[config.mk]
export PLATFORM = sky130hd
export DESIGN_NAME = multi_channel_quadrature_decoder
export DESIGN_NICKNAME = d
export VERILOG_FILES = /design/src/design/qdec_pkg.sv /design/src/design/qdec_lane.sv /design/src/design/qdec_timer.sv /design/src/design/multi_channel_quadrature_decoder.sv
export SDC_FILE = /design/constraint.sdc
export NUM_CORES = 2
export LEC_CHECK = 0
export ABC_AREA = 1
export BUFFER_PORTS_ARGS = -buffer_cell sky130_fd_sc_hd__buf_4
export CAP_MARGIN = 30
export CORE_MARGIN = 2
export CORE_UTILIZATION = 50
export CTS_CLUSTER_DIAMETER = 60
export DETAILED_ROUTE_END_ITERATION = 12
export PLACE_DENSITY = 0.68
export SLEW_MARGIN = 15
export SYNTH_ARGS = -nofsm -noshare
export SYNTH_HDL_FRONTEND = slang
export SYNTH_HIERARCHICAL = 1
export SYNTH_SLANG_ARGS = --single-unit
[constraint.sdc]
create_clock -name clk -period 6.3 [get_ports clk]
set_input_delay 0.315 -clock clk [delete_from_list [all_inputs] [get_ports clk]]
set_output_delay 0.315 -clock clk [all_outputs]
set_load 0.1 [all_outputs]
[src/design/qdec_pkg.sv]
// shared types, constants and transition decode for the quadrature decoder
`default_nettype none

package qdec_pkg;

    localparam int MAX_CHANNELS      = 4;
    localparam int DEF_CHANNELS      = 4;
    localparam int DEF_COUNT_WIDTH   = 32;
    localparam int OUT_WIDTH         = 32;
    localparam int WINDOW_WIDTH      = 17;
    localparam int CFG_WIDTH         = 16;
    localparam int ELAPSED_WIDTH     = 10;

    localparam logic [CFG_WIDTH-1:0]    WINDOW_US_RESET   = 16'd1000;
    localparam logic [MAX_CHANNELS-1:0] INVERT_MASK_RESET = 4'b1000;

    typedef enum logic [0:0] {
        REG_WINDOW_US   = 1'b0,
        REG_INVERT_MASK = 1'b1
    } cfg_reg_t;

    typedef enum logic [1:0] {
        MOVE_HOLD,
        MOVE_UP,
        MOVE_DOWN,
        MOVE_ILLEGAL
    } move_t;

    typedef struct packed {
        logic load;
        logic commit;
    } lane_ctrl_t;

    // previous ab in the upper two bits, current ab in the lower two
    function automatic move_t decode_move(input logic [1:0] prev, input logic [1:0] cur);
        move_t m;
        case ({prev, cur})
            4'b0010, 4'b0100, 4'b1011, 4'b1101: m = MOVE_UP;
            4'b0001, 4'b0111, 4'b1000, 4'b1110: m = MOVE_DOWN;
            4'b0011, 4'b0110, 4'b1001, 4'b1100: m = MOVE_ILLEGAL;
            default:                            m = MOVE_HOLD;
        endcase
        return m;
    endfunction

endpackage

`default_nettype wire

[src/design/qdec_lane.sv]
// one decoder lane: count update, then windowed delta latch
`default_nettype none

module qdec_lane
    import qdec_pkg::*;
#(
    parameter int COUNT_WIDTH = DEF_COUNT_WIDTH
)
(
    input  wire logic                   clk,
    input  wire logic                   rst_n,
    input  wire lane_ctrl_t             ctrl,
    input  wire logic                   phase_a,
    input  wire logic                   phase_b,
    input  wire logic                   index_line,
    input  wire logic                   invert,
    output logic [COUNT_WIDTH-1:0]      position,
    output logic [COUNT_WIDTH-1:0]      delta,
    output logic                        illegal
);

    logic [1:0]             last_phases_reg;
    logic                   last_index_reg;
    logic [COUNT_WIDTH-1:0] count_reg;
    logic [COUNT_WIDTH-1:0] count_next;
    logic [COUNT_WIDTH-1:0] count_base;
    logic                   illegal_reg;
    logic                   illegal_next;
    logic [COUNT_WIDTH-1:0] window_start_reg;
    logic [COUNT_WIDTH-1:0] delta_reg;
    logic [COUNT_WIDTH-1:0] delta_next;
    logic [1:0]             cur_phases;
    move_t                  move;

    assign cur_phases = {phase_a, phase_b};
    assign move       = decode_move(last_phases_reg, cur_phases);

    always_comb
    begin
        count_base   = (index_line && !last_index_reg) ? '0 : count_reg;
        illegal_next = 1'b0;
        case (move)
            MOVE_UP:      count_next = count_base + COUNT_WIDTH'(1);
            MOVE_DOWN:    count_next = count_base - COUNT_WIDTH'(1);
            MOVE_ILLEGAL:
            begin
                count_next   = count_base;
                illegal_next = 1'b1;
            end
            default:      count_next = count_base;
        endcase
    end

    // negation folded into the operand order
    assign delta_next = invert ? (window_start_reg - count_reg) : (count_reg - window_start_reg);

    always_ff @(posedge clk or negedge rst_n)
    begin
        if (!rst_n)
        begin
            last_phases_reg  <= '0;
            last_index_reg   <= 1'b0;
            count_reg        <= '0;
            illegal_reg      <= 1'b0;
            window_start_reg <= '0;
            delta_reg        <= '0;
        end
        else
        begin
            if (ctrl.load)
            begin
                last_phases_reg <= cur_phases;
                last_index_reg  <= index_line;
                count_reg       <= count_next;
                illegal_reg     <= illegal_next;
            end
            if (ctrl.commit)
            begin
                window_start_reg <= count_reg;
                delta_reg        <= delta_next;
            end
        end
    end

    assign position = count_reg;
    assign delta    = delta_reg;
    assign illegal  = illegal_reg;

endmodule

`default_nettype wire

[src/design/qdec_timer.sv]
// shared window timer for all lanes
`default_nettype none

module qdec_timer
    import qdec_pkg::*;
(
    input  wire logic                     clk,
    input  wire logic                     rst_n,
    input  wire logic                     load,
    input  wire logic [ELAPSED_WIDTH-1:0] elapsed_us,
    input  wire logic [CFG_WIDTH-1:0]     window_us,
    output logic                          closed,
    output logic [WINDOW_WIDTH-1:0]       window_length
);

    logic [WINDOW_WIDTH-1:0] acc_reg;
    logic [WINDOW_WIDTH-1:0] acc_sum;
    logic [WINDOW_WIDTH-1:0] latched_reg;
    logic                    closed_reg;
    logic                    closed_next;

    assign acc_sum     = acc_reg + WINDOW_WIDTH'(elapsed_us);
    assign closed_next = acc_sum >= WINDOW_WIDTH'(window_us);

    always_ff @(posedge clk or negedge rst_n)
    begin
        if (!rst_n)
        begin
            acc_reg     <= '0;
            latched_reg <= '0;
            closed_reg  <= 1'b0;
        end
        else if (load)
        begin
            closed_reg <= closed_next;
            if (closed_next)
            begin
                acc_reg     <= '0;
                latched_reg <= acc_sum;
            end
            else
            begin
                acc_reg <= acc_sum;
            end
        end
    end

    assign closed        = closed_reg;
    assign window_length = latched_reg;

endmodule

`default_nettype wire

[src/design/multi_channel_quadrature_decoder.sv]
// top level: config registers, decoder lanes, window timer and output register
`default_nettype none

// Decodes up to four quadrature encoders with index lines. Each input word is one
// sample of every channel's A, B and index levels plus the microseconds since the
// previous sample; each sample yields exactly one output word with the per-channel
// positions, the deltas latched at the last window close, the window length, a
// window-closed flag and per-channel illegal-transition flags. One word is taken
// every clock while in_stall is low; its result reaches the outputs through two
// register stages (count update in the lanes, then the output register together
// with the window delta subtract). While an output word waits under out_stall the
// whole pipeline holds and in_stall is high, so no input word is taken while the
// output stalls. The user must write window_us and invert_mask only while no
// sample is in flight; the block itself does not enforce this.
module multi_channel_quadrature_decoder
    import qdec_pkg::*;
#(
    parameter int CHANNELS    = DEF_CHANNELS,
    parameter int COUNT_WIDTH = DEF_COUNT_WIDTH
)
(
    input  wire logic                     clk,
    input  wire logic                     rst_n,

    input  wire logic                     cfg_valid,
    output logic                          cfg_ready,
    input  wire logic [0:0]               cfg_index,
    input  wire logic [CFG_WIDTH-1:0]     cfg_data,

    input  wire logic                     in_valid,
    output logic                          in_stall,
    input  wire logic [MAX_CHANNELS-1:0]  phase_a,
    input  wire logic [MAX_CHANNELS-1:0]  phase_b,
    input  wire logic [MAX_CHANNELS-1:0]  index_line,
    input  wire logic [ELAPSED_WIDTH-1:0] elapsed_us,

    output logic                          out_valid,
    input  wire logic                     out_stall,
    output logic signed [OUT_WIDTH-1:0]   position_0,
    output logic signed [OUT_WIDTH-1:0]   position_1,
    output logic signed [OUT_WIDTH-1:0]   position_2,
    output logic signed [OUT_WIDTH-1:0]   position_3,
    output logic signed [OUT_WIDTH-1:0]   delta_0,
    output logic signed [OUT_WIDTH-1:0]   delta_1,
    output logic signed [OUT_WIDTH-1:0]   delta_2,
    output logic signed [OUT_WIDTH-1:0]   delta_3,
    output logic [WINDOW_WIDTH-1:0]       window_length,
    output logic                          delta_updated,
    output logic [MAX_CHANNELS-1:0]       illegal_flags
);

    logic [CFG_WIDTH-1:0]    window_us_reg;
    logic [MAX_CHANNELS-1:0] invert_mask_reg;

    logic                    advance;
    logic                    s1_valid_reg;
    logic                    out_valid_reg;
    lane_ctrl_t              lane_ctrl;
    logic                    timer_closed;
    logic [WINDOW_WIDTH-1:0] timer_window;

    logic [COUNT_WIDTH-1:0]  lane_pos     [MAX_CHANNELS];
    logic [COUNT_WIDTH-1:0]  lane_delta   [MAX_CHANNELS];
    logic [MAX_CHANNELS-1:0] lane_illegal;

    logic [OUT_WIDTH-1:0]    pos_out_reg  [MAX_CHANNELS];
    logic [OUT_WIDTH-1:0]    delta_out    [MAX_CHANNELS];
    logic [WINDOW_WIDTH-1:0] window_out_reg;
    logic                    updated_out_reg;
    logic [MAX_CHANNELS-1:0] illegal_out_reg;

    assign cfg_ready = 1'b1;

    always_ff @(posedge clk or negedge rst_n)
    begin
        if (!rst_n)
        begin
            window_us_reg   <= WINDOW_US_RESET;
            invert_mask_reg <= INVERT_MASK_RESET;
        end
        else if (cfg_valid && cfg_ready)
        begin
            case (cfg_reg_t'(cfg_index))
                REG_WINDOW_US:   window_us_reg   <= cfg_data;
                REG_INVERT_MASK: invert_mask_reg <= cfg_data[MAX_CHANNELS-1:0];
                default:         window_us_reg   <= window_us_reg;
            endcase
        end
    end

    assign advance          = !out_valid_reg || !out_stall;
    assign in_stall         = !advance;
    assign lane_ctrl.load   = in_valid && advance;
    assign lane_ctrl.commit = advance && s1_valid_reg && timer_closed;

    qdec_timer u_timer
    (
        .clk           (clk),
        .rst_n         (rst_n),
        .load          (lane_ctrl.load),
        .elapsed_us    (elapsed_us),
        .window_us     (window_us_reg),
        .closed        (timer_closed),
        .window_length (timer_window)
    );

    for (genvar i = 0; i < MAX_CHANNELS; i++)
    begin : g_lane
        if (i < CHANNELS)
        begin : g_used
            qdec_lane #(
                .COUNT_WIDTH (COUNT_WIDTH)
            ) u_lane
            (
                .clk        (clk),
                .rst_n      (rst_n),
                .ctrl       (lane_ctrl),
                .phase_a    (phase_a[i]),
                .phase_b    (phase_b[i]),
                .index_line (index_line[i]),
                .invert     (invert_mask_reg[i]),
                .position   (lane_pos[i]),
                .delta      (lane_delta[i]),
                .illegal    (lane_illegal[i])
            );
        end
        else
        begin : g_unused
            assign lane_pos[i]     = '0;
            assign lane_delta[i]   = '0;
            assign lane_illegal[i] = 1'b0;
        end
        assign delta_out[i] = OUT_WIDTH'(signed'(lane_delta[i]));
    end

    always_ff @(posedge clk or negedge rst_n)
    begin
        if (!rst_n)
        begin
            s1_valid_reg  <= 1'b0;
            out_valid_reg <= 1'b0;
        end
        else if (advance)
        begin
            s1_valid_reg  <= in_valid;
            out_valid_reg <= s1_valid_reg;
        end
    end

    always_ff @(posedge clk)
    begin
        if (advance && s1_valid_reg)
        begin
            for (int i = 0; i < MAX_CHANNELS; i++)
            begin
                pos_out_reg[i] <= OUT_WIDTH'(signed'(lane_pos[i]));
            end
            window_out_reg  <= timer_window;
            updated_out_reg <= timer_closed;
            illegal_out_reg <= lane_illegal;
        end
    end

    assign out_valid     = out_valid_reg;
    assign position_0    = pos_out_reg[0];
    assign position_1    = pos_out_reg[1];
    assign position_2    = pos_out_reg[2];
    assign position_3    = pos_out_reg[3];
    assign delta_0       = delta_out[0];
    assign delta_1       = delta_out[1];
    assign delta_2       = delta_out[2];
    assign delta_3       = delta_out[3];
    assign window_length = window_out_reg;
    assign delta_updated = updated_out_reg;
    assign illegal_flags = illegal_out_reg;

`ifndef ASSERT_OFF
    a_accept_enters_stage: assert property (@(posedge clk) disable iff (!rst_n)
        in_valid && !in_stall |=> s1_valid_reg)
        else $error("accepted word did not enter the lane stage");

    a_stage_reaches_output: assert property (@(posedge clk) disable iff (!rst_n)
        s1_valid_reg && advance |=> out_valid_reg)
        else $error("lane stage word lost before the output register");

    a_no_invented_word: assert property (@(posedge clk) disable iff (!rst_n)
        out_valid_reg && !out_stall && !s1_valid_reg |=> !out_valid_reg)
        else $error("output word repeated or invented");

    a_commit_only_on_close: assert property (@(posedge clk) disable iff (!rst_n)
        lane_ctrl.commit |=> out_valid_reg && delta_updated)
        else $error("deltas latched without a closed window on the output");
`endif

endmodule

`default_nettype wire
==> impl_metrics.json <==
{
  "fin_nets": 8054,
  "clkSinkCount": 607,
  "dp_hpwl_um": 129000,
  "yosysWarnings": 6,
  "first_global_vias": 46200,
  "start_kind": "register",
  "synth_xor_area_frac": 0.0319,
  "cts_buffers": 79,
  "crit_family": "adder cells",
  "syn_nets": 7774,
  "setup_viol": 0,
  "critical_path.max_fanout": 24,
  "reg2reg_slack_ps": 2330,
  "synthSimpleGateAreaFrac": 0.309,
  "drtIter0Drc": 4384,
  "synth_seq_cells": 607,
  "clock_skew_ps": 25.2,
  "crit_path_top_delay_cell": "ha_1",
  "clock_path_buffers": 3,
  "grt_max_degree": 158,
  "ys_async_sr_fraction": 0.753,
  "setup-tns-final_ps": 0,
  "die-area_um2": 102000,
  "endpoint": "g_lane[2].g_used.u_lane/position[16]$_DFFE_PN0P_",
  "multi_input_area_um2": 29000,
  "hold_viol": 0,
  "die_h_um": 319,
  "drtAntennaViolNets": 0,
  "synth_compound_area_frac": 0.149,
  "max-cap-violations": 0,
  "seq_area_um2": 15900,
  "vias": 48800,
  "grt_pass1_wl_um": 258000,
  "synthMuxAreaShare": 0.00242,
  "hold_path_class": "in2reg",
  "final_common_cell": "nand2_1",
  "num_rows": 115,
  "cp.required_ps": 6830,
  "synth.distinct_cells": 58,
  "layout_common_cells": "2363 x nand2_1, 957 x inv_1, 636 x o21ai_0",
  "initial_core_util": 0.505,
  "drive_above_1_share": 0.102,
  "drc": 0,
  "synth_top_family_by_area": "simple AND/OR/NAND/NOR gates",
  "cts.clk_slew.worst_paths_ps": 60,
  "min-delay-start": "elapsed_us[0]",
  "die_w_um": 319,
  "dp_cells": 8814,
  "tightestPinTransition_ps": 1010,
  "layout.cells.non_filler": 9008,
  "vias_per_cell": 5.42,
  "slew_violations": 0,
  "grt_overflow": 0,
  "period_minus_slack_ps": 3970,
  "path_cells": "inv_1, nor2_1, nor2_1, a32oi_1, ha_1, inv_2, nand2_1, nand2_1, inv_1, ha_1, inv_1, o21ai_2, inv_2, o21bai_2, nand2_1, nand2_1, nand2_1, nand3_1, nand2_1, o21ai_1, o21ai_1",
  "port_buffers": 323,
  "cpMostUsedCell": "nand2_1",
  "synth_adder_area_share": 0.0907,
  "status": "finished clean",
  "fin_crit_sh": 0.630,
  "worst-path-buf-inv": 5,
  "clockRootBuffer": "clkbuf_16",
  "worstSetupEndpointType": "register",
  "drt-total-wl_um": 166000,
  "r2r_end": "g_lane[2].g_used.u_lane/position[16]$_DFFE_PN0P_",
  "wl_per_cell_um": 18.4,
  "cp.arrival_ps": 4500,
  "syn-mean-instance-area_um2": 6.74,
  "synth_ff_type": "dfrtp_1",
  "rsz0062_at_grt": "no",
  "io_pins": 325,
  "dr.pass1.iters": 6,
  "cpPeakStageDelay_ps": 890,
  "crit_type": "reg2reg",
  "syn_inst": 7375,
  "synth_edf_count": 150,
  "max_freq_mhz": 252,
  "path_depth": 21,
  "syn2layout_area_growth_pct": 13.3,
  "antenna_found_initial": 0,
  "r2r-start": "g_lane[2].g_used.u_lane/last_phases_reg[0]$_DFFE_PN0P_",
  "gp_congestion": 0.980,
  "seq_area_frac_synth": 0.321,
  "htreeDepth": 3,
  "synthesis.area_um2": 49700,
  "crit_start": "g_lane[2].g_used.u_lane/last_phases_reg[0]$_DFFE_PN0P_",
  "num_antenna_cells": 0,
  "r2r_cells": 21,
  "core_area_um2": 98400,
  "fillers": 9718,
  "cts_tree": "done",
  "gr-usage-all-layers": 0.319,
  "insertion_delay_ps": 660,
  "relSlewSlack": 0.330
}
-- metrics by stage --
step                hold slack (ps)  setup WS [ps]  utilization  instance area, um2
floorplan                      19.4           1780            -               49700
global placement                280           2500        0.539               53000
detailed placement              283           2370        0.540               53100
CTS                            7.14           2370        0.572               56300
global route                   41.3           1990        0.572               56300
finish                         42.8           2330        0.572               56300
-- Yosys cell counts, drive strengths merged (24+ instances only) --
master	n	area, um2
nand2	2503	9830
inv	999	3750
o21ai	674	3390
nor2	543	2150
nand3	466	2440
dfrtp	450	11300
a21oi	444	2220
ha	346	4330
edfxtp	150	4500
xor2	149	1400
clkbuf	112	422
buf	93	592
nor3	71	390
o21bai	71	589
a21o	40	300
nand4	36	240
a31oi	26	163
a21boi	24	180
-- logic make-up after synthesis --
group / count (synthesis)
and+or+nand+nor: 3665
AOI/OAI and AO/OA: 1351
buffers and inverters: 1213
DFF: 607
adders and majority gates: 355
xor gates and xnor gates: 171
muxes: 12
other: 1
-- layout make-up --
type | count | area share
flip-flops and latches | 607 | 0.283
well taps | 1287 | 0.0286
multi-input cells | 5555 | 0.514
repair buffers | 404 | 0.0585
inverters | 1008 | 0.0673
clock inverters | 47 | 0.00920
clock buffers | 100 | 0.0391
-- worst min-delay path by stage --
stage | to | cells after the start | slack (ps)
final | u_timer/window_length[0]$_DFFE_PN0P_ | 4 | 40
after global routing | invert_mask_reg[1]$_DFFE_PN0P_ | 3 | 40
after CTS | u_timer/window_length[0]$_DFFE_PN0P_ | 4 | 7
after detailed placement | g_lane[0].g_used.u_lane/delta[6]$_DFFE_PN0P_ | 1 | 280
after global placement | g_lane[0].g_used.u_lane/delta[6]$_DFFE_PN0P_ | 1 | 280
after floorplan | g_lane[0].g_used.u_lane/delta[0]$_DFFE_PN0P_ | 0 | 20
-- worst reg2reg max path, cell delays in order (launching register included) --
cell and delay, ps:
dfrtp_1 380, inv_1 100, nor2_1 100, nor2_1 50
a32oi_1 320, ha_1 890, inv_2 530, nand2_1 210
nand2_1 70, inv_1 50, ha_1 130, inv_1 50
o21ai_2 60, inv_2 50, o21bai_2 200, nand2_1 70
nand2_1 140, nand2_1 100, nand3_1 80, nand2_1 50
o21ai_1 120, o21ai_1 70
-- what timing repair did --
item	CTS	global route
gates resized for setup	0	0
setup buffers	0	0
endpoints found under the hold margin	89	0
hold buffers	43	0
-- metal layers --
layer,vias to the layer above,global-route usage,share of wire
li1,24200,-,-
met1,22900,0.449,0.46
met2,1427,0.509,0.45
met3,242,0.0423,0.058
met4,0,0.0948,0.030
met5,-,0,0
Power is left out: the tool's default activity adds up to more than one toggle a clock period on the data nets, which glitch-free logic cannot reach.
